## config.mk

```make
export PLATFORM = sky130hd
export DESIGN_NAME = nearest_palette_color_index_unit
export DESIGN_NICKNAME = d
export VERILOG_FILES = /design/src/rtl/npci_pkg.sv /design/src/rtl/npci_dist.sv /design/src/rtl/npci_min_tree.sv /design/src/rtl/nearest_palette_color_index_unit.sv
export SDC_FILE = /design/constraint.sdc
export NUM_CORES = 2
export LEC_CHECK = 0
export ABC_AREA = 0
export ABC_CLOCK_PERIOD_IN_PS = 5800
export BUFFER_PORTS_ARGS = -buffer_cell sky130_fd_sc_hd__buf_2
export CORE_UTILIZATION = 60
export DETAILED_ROUTE_END_ITERATION = 8
export PLACE_DENSITY = 0.83
export SLEW_MARGIN = 20
export SYNTH_ARGS = -nofsm -noshare
export SYNTH_HDL_FRONTEND = slang
export SYNTH_HIERARCHICAL = 1
export SYNTH_SLANG_ARGS = --single-unit
```

## constraint.sdc

```tcl
create_clock -name clk_i -period 5.8 [get_ports clk_i]
set_input_delay 1.16 -clock clk_i [delete_from_list [all_inputs] [get_ports clk_i]]
set_output_delay 1.16 -clock clk_i [all_outputs]
set_load 0.02 [all_outputs]
```

## src/rtl/npci_pkg.sv

```systemverilog
// Shared types and constants for the nearest palette color index unit.
// Holds the built-in palette, field widths and the candidate word type.
// No dependencies.
package npci_pkg;

  localparam int unsigned WORD_W           = 32;
  localparam int unsigned CHAN_W           = 8;
  localparam int unsigned NUM_CHAN         = 4;
  localparam int unsigned SQ_W             = 2 * CHAN_W;
  localparam int unsigned DIST_W           = 18;
  localparam int unsigned IDX_W            = 4;
  localparam int unsigned BUILTIN_ENTRIES  = 16;
  localparam int unsigned PALETTE_SIZE_DEF = 16;

  // 4 * 255 * 255, largest distance any real entry can give
  localparam logic [DIST_W-1:0] DIST_MAX = 18'd260100;
  // filler leaves of the min tree; above DIST_MAX so it never wins
  localparam logic [DIST_W-1:0] DIST_PAD = '1;

  // 0xWWRRGGBB
  localparam logic [WORD_W-1:0] PALETTE [BUILTIN_ENTRIES] = '{
    32'h0000_0000, 32'h0022_2222, 32'h0066_6666, 32'hFFFF_FFFF,
    32'h00FF_FF00, 32'h00FF_6600, 32'h00FF_0000, 32'h00FF_00FF,
    32'h0066_00FF, 32'h0000_00FF, 32'h0000_FFFF, 32'h0000_FF66,
    32'h0000_FF00, 32'h0000_2200, 32'h0099_6633, 32'h0033_2211
  };

  typedef struct packed {
    logic [IDX_W-1:0]  idx;
    logic [DIST_W-1:0] distance;
  } cand_t;

endpackage

```

## src/rtl/npci_dist.sv

```systemverilog
// Distance pipeline: one lane per palette entry, three register stages
// (channel difference, square, four-channel sum). Depends on npci_pkg.
module npci_dist #(
  parameter int unsigned NUM_LANES = npci_pkg::PALETTE_SIZE_DEF
) (
  input  logic                              clk_i,
  input  logic                              rst_ni,
  input  logic                              valid_i,
  input  logic [npci_pkg::WORD_W-1:0]       color_i,
  output logic                              valid_o,
  output logic [npci_pkg::DIST_W-1:0]       dist_o [NUM_LANES]
);

  logic [2:0] vld_q;

  always_ff @(posedge clk_i or negedge rst_ni) begin
    if (!rst_ni) begin
      vld_q <= '0;
    end else begin
      vld_q <= {vld_q[1:0], valid_i};
    end
  end

  assign valid_o = vld_q[2];

  for (genvar l = 0; l < NUM_LANES; l++) begin : g_lane
    logic [npci_pkg::CHAN_W-1:0] diff_q [npci_pkg::NUM_CHAN];
    logic [npci_pkg::SQ_W-1:0]   sq_q   [npci_pkg::NUM_CHAN];
    logic [npci_pkg::DIST_W-1:0] dist_q;

    for (genvar c = 0; c < npci_pkg::NUM_CHAN; c++) begin : g_chan
      logic [npci_pkg::CHAN_W-1:0] x, y;
      assign x = color_i[c*npci_pkg::CHAN_W +: npci_pkg::CHAN_W];
      assign y = npci_pkg::PALETTE[l][c*npci_pkg::CHAN_W +: npci_pkg::CHAN_W];

      always_ff @(posedge clk_i) begin
        diff_q[c] <= (x > y) ? (x - y) : (y - x);
        sq_q[c]   <= npci_pkg::SQ_W'(diff_q[c]) * npci_pkg::SQ_W'(diff_q[c]);
      end
    end

    always_ff @(posedge clk_i) begin
      dist_q <= npci_pkg::DIST_W'(sq_q[0]) + npci_pkg::DIST_W'(sq_q[1])
              + npci_pkg::DIST_W'(sq_q[2]) + npci_pkg::DIST_W'(sq_q[3]);
    end

    assign dist_o[l] = dist_q;
  end

endmodule

```

## src/rtl/npci_min_tree.sv

```systemverilog
// Registered minimum tree over the lane distances, one compare level per
// stage; strict compare keeps the lower index on ties. Depends on npci_pkg.
module npci_min_tree #(
  parameter int unsigned NUM_LANES = npci_pkg::PALETTE_SIZE_DEF
) (
  input  logic                          clk_i,
  input  logic                          rst_ni,
  input  logic                          valid_i,
  input  logic [npci_pkg::DIST_W-1:0]   dist_i [NUM_LANES],
  output logic                          valid_o,
  output npci_pkg::cand_t               best_o
);

  // a single lane still gets one level, paired with a filler leaf
  localparam int unsigned LEVELS = (NUM_LANES > 1) ? $clog2(NUM_LANES) : 1;
  localparam int unsigned PAD    = 1 << LEVELS;

  npci_pkg::cand_t leaf   [PAD];
  npci_pkg::cand_t node_q [1:PAD-1];
  logic [LEVELS-1:0] vld_q;

  for (genvar j = 0; j < PAD; j++) begin : g_leaf
    if (j < NUM_LANES) begin : g_real
      assign leaf[j] = '{idx: npci_pkg::IDX_W'(j), distance: dist_i[j]};
    end else begin : g_fill
      assign leaf[j] = '{idx: '0, distance: npci_pkg::DIST_PAD};
    end
  end

  // heap order: node k takes children 2k and 2k+1, leaves take heap positions PAD and up
  for (genvar k = 1; k < PAD; k++) begin : g_node
    npci_pkg::cand_t a, b;
    if (2 * k >= PAD) begin : g_from_leaf
      assign a = leaf[2*k - PAD];
      assign b = leaf[2*k + 1 - PAD];
    end else begin : g_from_node
      assign a = node_q[2*k];
      assign b = node_q[2*k + 1];
    end

    always_ff @(posedge clk_i) begin
      node_q[k] <= (b.distance < a.distance) ? b : a;
    end
  end

  always_ff @(posedge clk_i or negedge rst_ni) begin
    if (!rst_ni) begin
      vld_q <= '0;
    end else begin
      vld_q[0] <= valid_i;
      for (int i = 1; i < LEVELS; i++) begin
        vld_q[i] <= vld_q[i-1];
      end
    end
  end

  assign valid_o = vld_q[LEVELS-1];
  assign best_o  = node_q[1];

endmodule

```

## src/rtl/nearest_palette_color_index_unit.sv

```systemverilog
// Nearest palette color index unit, top level.
// Uses npci_dist and npci_min_tree; constants from npci_pkg.
//
// Usage:
//   Input: drive color_word_i (W,R,G,B bytes, white in the top byte) and
//   raise start_i; the word is taken at any edge where start_i is high and
//   busy_o is low. busy_o stays low, so a word can go in every cycle.
//   Output: done_o is high for one cycle with palette_index_o and
//   min_distance_o, the nearest built-in palette entry and its squared
//   four-channel distance. Ties go to the lower index.
//   Path from accept to done_o: three stages of per-lane distance
//   (difference, square, sum), then one stage per level of the min tree
//   (at least one tree level).
//   Throughput: one word per cycle, results in input order.
//   Only min(PALETTE_SIZE, 16) entries are searched, entry 0 at least.
//   Reset clears the valid pipeline; words in flight are dropped.
//   The receiver cannot stall: every result shows for exactly one cycle.
module nearest_palette_color_index_unit #(
  parameter int unsigned PALETTE_SIZE = npci_pkg::PALETTE_SIZE_DEF
) (
  input  logic                              clk_i,
  input  logic                              rst_ni,
  input  logic                              start_i,
  output logic                              busy_o,
  input  logic [npci_pkg::WORD_W-1:0]       color_word_i,
  output logic                              done_o,
  output logic [npci_pkg::IDX_W-1:0]        palette_index_o,
  output logic [npci_pkg::DIST_W-1:0]       min_distance_o
);

  localparam int unsigned NUM_LANES =
    (PALETTE_SIZE > npci_pkg::BUILTIN_ENTRIES) ? npci_pkg::BUILTIN_ENTRIES :
    (PALETTE_SIZE < 1) ? 1 : PALETTE_SIZE;
  localparam int unsigned LATENCY = 3 + ((NUM_LANES > 1) ? $clog2(NUM_LANES) : 1);

  logic                        accept;
  logic                        dist_vld;
  logic [npci_pkg::DIST_W-1:0] lane_dist [NUM_LANES];
  logic                        tree_vld;
  npci_pkg::cand_t             best;

  // fully pipelined, never backs up
  assign busy_o = 1'b0;
  assign accept = start_i && !busy_o;

  npci_dist #(
    .NUM_LANES (NUM_LANES)
  ) u_dist (
    .clk_i   (clk_i),
    .rst_ni  (rst_ni),
    .valid_i (accept),
    .color_i (color_word_i),
    .valid_o (dist_vld),
    .dist_o  (lane_dist)
  );

  npci_min_tree #(
    .NUM_LANES (NUM_LANES)
  ) u_tree (
    .clk_i   (clk_i),
    .rst_ni  (rst_ni),
    .valid_i (dist_vld),
    .dist_i  (lane_dist),
    .valid_o (tree_vld),
    .best_o  (best)
  );

  assign done_o          = tree_vld;
  assign palette_index_o = best.idx;
  assign min_distance_o  = best.distance;

  a_accept_done : assert property (@(posedge clk_i) disable iff (!rst_ni)
    accept |-> ##LATENCY done_o)
    else $error("accepted word produced no result");

  a_done_from_accept : assert property (@(posedge clk_i) disable iff (!rst_ni)
    done_o |-> $past(accept, LATENCY))
    else $error("result without a matching accepted word");

  a_dist_range : assert property (@(posedge clk_i) disable iff (!rst_ni)
    done_o |-> (min_distance_o <= npci_pkg::DIST_MAX))
    else $error("winning distance came from a filler leaf");

  a_index_range : assert property (@(posedge clk_i) disable iff (!rst_ni)
    done_o |-> (32'(palette_index_o) < NUM_LANES))
    else $error("palette index beyond searched entries");

endmodule
```

After elaboration in Yosys (flattened, before gate mapping) --
Memory sizes are Yosys's and may differ from the RTL's. Index checks and enable logic that the tools add are counted.
Storage, ports and cells: RAM bits 1866, bits in registers 295, bits in latches 0, memories kept 33, ROM bits 0, word-level logic and storage cells 261, input port bits 35
Cells by class: magnitude comparators 33, shift operators 0, multiply operators 64, reductions and logical operators 0, bitwise logic cells 0, equal/unequal tests 0, div/mod/pow operators 0, mux-type cells 33, add/subtract/negate cells 80
Memory list:
- u_tree.node_q | depth 15, bits a word 22, rd ports 15, clocked after Yosys merged registers in 0, write ports 15, line npci_min_tree.sv:19 | npci_pkg::cand_t node_q [1:PAD-1];
- u_dist.g_lane[0].sq_q | depth 4, bits a word 16, rd ports 4, clocked after Yosys merged registers in 0, write ports 4, line npci_dist.sv:28 | logic [npci_pkg::SQ_W-1:0] sq_q [npci_pkg::NUM_CHAN];
- u_dist.g_lane[10].sq_q | depth 4, bits a word 16, rd ports 4, clocked after Yosys merged registers in 0, write ports 4, line npci_dist.sv:28
- u_dist.g_lane[11].sq_q | depth 4, bits a word 16, rd ports 4, clocked after Yosys merged registers in 0, write ports 4, line npci_dist.sv:28
- u_dist.g_lane[12].sq_q | depth 4, bits a word 16, rd ports 4, clocked after Yosys merged registers in 0, write ports 4, line npci_dist.sv:28
- u_dist.g_lane[13].sq_q | depth 4, bits a word 16, rd ports 4, clocked after Yosys merged registers in 0, write ports 4, line npci_dist.sv:28
- +27 memories
Operators by type and width (count):
- multiplier 8 x 8 -> 16 bit | 64
- adder 18 x 16 -> 18 bit | 30
- adder 16 x 16 -> 17 bit | 16
- < comparator 18 bit | 15
- 2-to-1 mux 22 bit | 7
- 2-to-1 mux 19 bit | 8
- 2-to-1 mux 8 bit | 18
- > comparator 8 x 6 -> 1 bit (second input constant) | 5
- > comparator 8 bit (second input constant) | 5
- subtractor 6 x 8 -> 8 bit (first input constant) | 5
- subtractor 8 x 6 -> 8 bit (second input constant) | 5
- subtractor 8 bit (first input constant) | 5
- subtractor 8 bit (second input constant) | 5
- adder 17 x 16 -> 18 bit | 2
- > comparator 8 x 1 -> 1 bit (second input constant) | 4
- subtractor 1 x 8 -> 8 bit (first input constant) | 4
- > comparator 8 x 7 -> 1 bit (second input constant) | 3
- subtractor 7 x 8 -> 8 bit (first input constant) | 3
- subtractor 8 x 7 -> 8 bit (second input constant) | 3
- > comparator 8 x 5 -> 1 bit (second input constant) | 1
- subtractor 5 x 8 -> 8 bit (first input constant) | 1
- subtractor 8 x 5 -> 8 bit (second input constant) | 1

Longest topological paths before layout --
An unclocked memory read counts as a cell.
depth after elaboration 4, depth in mapped cells 18

Hierarchy --
Netlist, hierarchy kept.
By module, submodules not included:
- npci_dist | seq. area each 13808.2 um^2, times used 1, cells each 6774, area each 66138.4 um^2
- npci_min_tree | seq. area each 6025.8 um^2, times used 1, cells each 1515, area each 15852.7 um^2
- nearest_palette_color_index_unit | seq. area each 0.0 um^2, times used 1, cells each 2, area each 11.3 um^2

Least setup slack after synthesis --
No wires, ideal clock.
kind reg-to-reg, start memory u_dist/g_lane[15].diff_q[2][5] (netlist name), end memory u_dist/g_lane[15].sq_q[2][14] (netlist name), path slack 1404 ps, cell stages (with the launch flop) 15, arrival 4324 ps, required time 5728 ps, path through dfxtp_1 > clkbuf_1 > nand2_1 > fa_1 > fa_1 > fa_1 > fa_1 > inv_1 > ha_1 > or2_2 > o311a_1 > o21a_1 > o21a_1 > o41ai_1 > xnor2_1
RTL lines:
- start, declared | line npci_dist.sv:27 | logic [npci_pkg::CHAN_W-1:0] diff_q [npci_pkg::NUM_CHAN];
- end, declared | line npci_dist.sv:28

==> results.yml <==
run_status:
  outcome: "finished clean"
detailed_routing:
  drcViolationCount: 0
  drt-initial-drc-count: 5297
  via_count: 59500
  routedWlPerCell_um: 21.7
  dr.pass1.iters: 6
  avgViaCountPerCell: 5.77
  ant_nets: 0
  drt_wl_total_mm: 223
clock_tree:
  cts.sinks: 989
  post_cts_resize_count: 0
  hold_buffers: 0
  post_cts_buffers: 0
  clk_pin_slew_ns: 0.06
  clock_path_buffers: 3
  root_buffer: "clkbuf_16"
  cts_tree: "yes"
  ctsHtreeMaxLevel: 3
  clock_latency_ns: 0.78
  cts_made_buffers: 106
sta:
  worstMarginPinSlew_ns: 1.10
  grt_setup_unrepaired: "false"
  relSlewSlack_pct: 26.7
  setup_viol: 0
  worst_clock_skew_ns: 0.0737
  fin_crit_sh_pct: 83.9
  hold_viol: 0
  max_freq_mhz: 206
  period_minus_slack_ns: 4.86
  drv_slew: 0
  tns_ns: 0
layout:
  nFillCells: 10400
  area_delta_synth_final_pct: 7.75
  layout.nets: 10500
  drive_gt1_share_pct: 7.42
worst_setup_path:
  critPathMaxStageDelay_ns: 0.87
  cp-startpoint: "u_dist/g_lane[6].diff_q[1][0]$_DFF_P_"
  crit_path_frequent_cell: "fa_1"
  worstReg2RegStart: "u_dist/g_lane[6].diff_q[1][0]$_DFF_P_"
  slowest_stage: "dfxtp_1"
  path_class: "flop to flop"
  cp_max_fo: 27
  cp.required_ns: 6.40
  path_cells: "and2_1 -> fa_1 -> xor2_1 -> xnor2_1 -> fa_1 -> inv_1 -> fa_1 -> inv_1 -> ha_1 -> nor3_1 -> o211ai_1 -> a31o_2 -> a21o_1 -> a21oi_1 -> a21oi_1 -> xnor2_1"
  worst_setup_path_end_kind: "flop"
  worstSetupStartpointType: "flop"
  worstPathArrival_ns: 5.47
yosys:
  ys_async_sr_fraction_pct: 0.708
  ys_seq_elements: 989
  synth_edf_count: 0
  yosys_warnings: 6
  ys_seq_area_share_pct: 24.2
  synth_top_cell_by_area: "dfxtp_1"
  synth_area_leaders: "dfxtp_1 24%, fa_1 21%, ha_1 17%, inv_1 6.0%, xnor2_1 4.4%"
  synth_cells: 8291
  synth_cell_types: 88
  syn_area_per_cell_um2: 9.89
  syn-cell-area_um2: 82000
  synth_top_area_share_pct: 24.0
  synth_ff_type: "dfxtp_1"
die:
  coreArea_um2: 135000
  die_w_um: 372
  ios: 59
  die_area_um2: 138000
  row_count: 135
  start_util_pct: 60.5
  die_h_um: 372
global_routing:
  antenna_found_initial: 16
  grt_pass1_vias: 59400
  grt.overflow.total: 0
  grt_pass1_wl_mm: 339
  grt_max_degree: 28
  grt_util_all_layers_pct: 32.4
placement:
  port-buffer-count: 57
  place_congestion: 1.03
  hpwlAfterDp_mm: 184
min_path:
  holdCritPathClass: "input port to asynchronous set/reset pin"
run:
  maxCapViolations: 0
[layout by cell type (no fill, tap or decap), types with 57 or more instances in the layout]
master / n
nand2_1: 436
nand2b_1: 60
xnor2_1: 416
and2_1: 367
o21a_1: 71
ha_1: 1116
xor2_1: 133
nor2b_1: 99
mux2_2: 258
o21ai_0: 237
fa_1: 879
nor2_1: 378
a21o_1: 105
dfxtp_1: 980
nor3_1: 89
inv_1: 1305
buf_2: 57
nand3_1: 110
clkbuf_16: 106
a21oi_1: 451
[area by class of cell]
type / count / area [um2] / share of cell area, %
repair buffers: 96 / 578 / 0.654
diodes: 1 / 2.50 / 0.00283
flip-flops and latches: 989 / 19800 / 22.5
clock inverters: 61 / 913 / 1.03
clock buffers: 138 / 2940 / 3.33
multi-input cells: 5924 / 56900 / 64.4
well taps: 1781 / 2230 / 2.52
inverters: 1311 / 4920 / 5.57
[through the flow]
stage | instances | setup slack [ns] | hold slack, ns | utilization (%) | cell area [um2]
after global routing | 10300 | 0.728 | 0.213 | 65.2 | 88400
after CTS | 10300 | 1.03 | 0.186 | 65.2 | 88300
after detailed placement | 10100 | 1.07 | 0.336 | 62.4 | 84500
after floorplan | 8339 | 1.40 | 0.331 | - | 82200
final | 10300 | 0.935 | 0.225 | 65.2 | 88400
after global placement | 10100 | 1.17 | 0.335 | 62.4 | 84500
[sequential cells by signal, summed over array words and instances (netlist names)]
register,flops
u_dist/g_lane.sq_q,264
u_dist/vld_q,3
u_tree/node_q,296
u_tree/vld_q,4
u_dist/g_lane.diff_q,138
u_dist/g_lane.dist_q,284
[cells in the mapped netlist (all sizes together) (9+ instances only)]
library cell / count
inv: 1306
ha: 1116
dfxtp: 982
fa: 879
a21oi: 453
nand2: 436
xnor2: 416
nor2: 379
and2: 367
mux2: 286
o21ai: 245
xor2: 133
nand3: 110
a21o: 107
nor2b: 99
nor3: 92
clkbuf: 83
o21a: 71
nand2b: 60
and3: 53
a211oi: 50
o211ai: 43
a31oi: 41
o21bai: 40
mux2i: 34
o31ai: 33
or2: 33
buf: 32
nand4: 32
nor4: 32
or3: 30
and4: 21
a31o: 15
a221oi: 13
o31a: 12
a211o: 11
a311oi: 11
a41oi: 10
o41ai: 10
a2111oi: 9
nor3b: 9
[layer usage]
| layer | share of wire (%) | global-route usage, % | up-vias |
|---|---|---|---|
| met1 | 41 | 42.4 | 29100 |
| met5 | 0.050 | 0 | - |
| met3 | 8.6 | 6.48 | 539 |
| li1 | - | - | 27500 |
| met2 | 45 | 51.2 | 2305 |
| met4 | 5.7 | 15.7 | 14 |
[worst max-delay path: cells and delay by family (launching register included)]
| family | cells | cell delay (ns) |
|---|---|---|
| adder cells (fa/ha/maj) | 4 | 1.77 |
| XOR/XNOR | 3 | 0.47 |
| AND/OR/NAND/NOR | 2 | 0.58 |
| flip-flops | 1 | 0.87 |
| AO/OA/AOI/OAI | 5 | 0.90 |
| buffers and inverters | 2 | 0.10 |
[path summary, 6_finish.rpt]
kind | cells after the start | slack [ns] | to
setup / recovery | 16 | 0.94 | u_dist/g_lane[15].sq_q[1][15]$_DFF_P_
hold / removal | 1 | 0.23 | u_tree/vld_q[3]$_DFF_PN0_
setup reg to reg | 16 | 0.94 | u_dist/g_lane[15].sq_q[1][15]$_DFF_P_
hold reg to reg | 0 | 0.35 | u_tree/vld_q[1]$_DFF_PN0_
max in group asynchronous | 1 | 5.42 | u_tree/vld_q[2]$_DFF_PN0_
min in group clk_i | 0 | 0.35 | u_tree/vld_q[1]$_DFF_PN0_
[logic make-up (layout without fill, tap and decap cells)]
group,after synthesis,count (layout),synth area share (%)
AOI/OAI and AO/OA,1242,1242,9.53
xor gates and xnor gates,549,549,5.86
adders and majority gates,1995,1995,38.5
buffers and inverters,1426,1606,6.65
DFF,989,989,24.2
muxes,320,320,4.43
other,3,52,0.0137
and+or+nand+nor,1767,1767,10.8
Power is not shown: default switching activity piles up to over one toggle a cycle in this logic, so the estimate is an artifact.
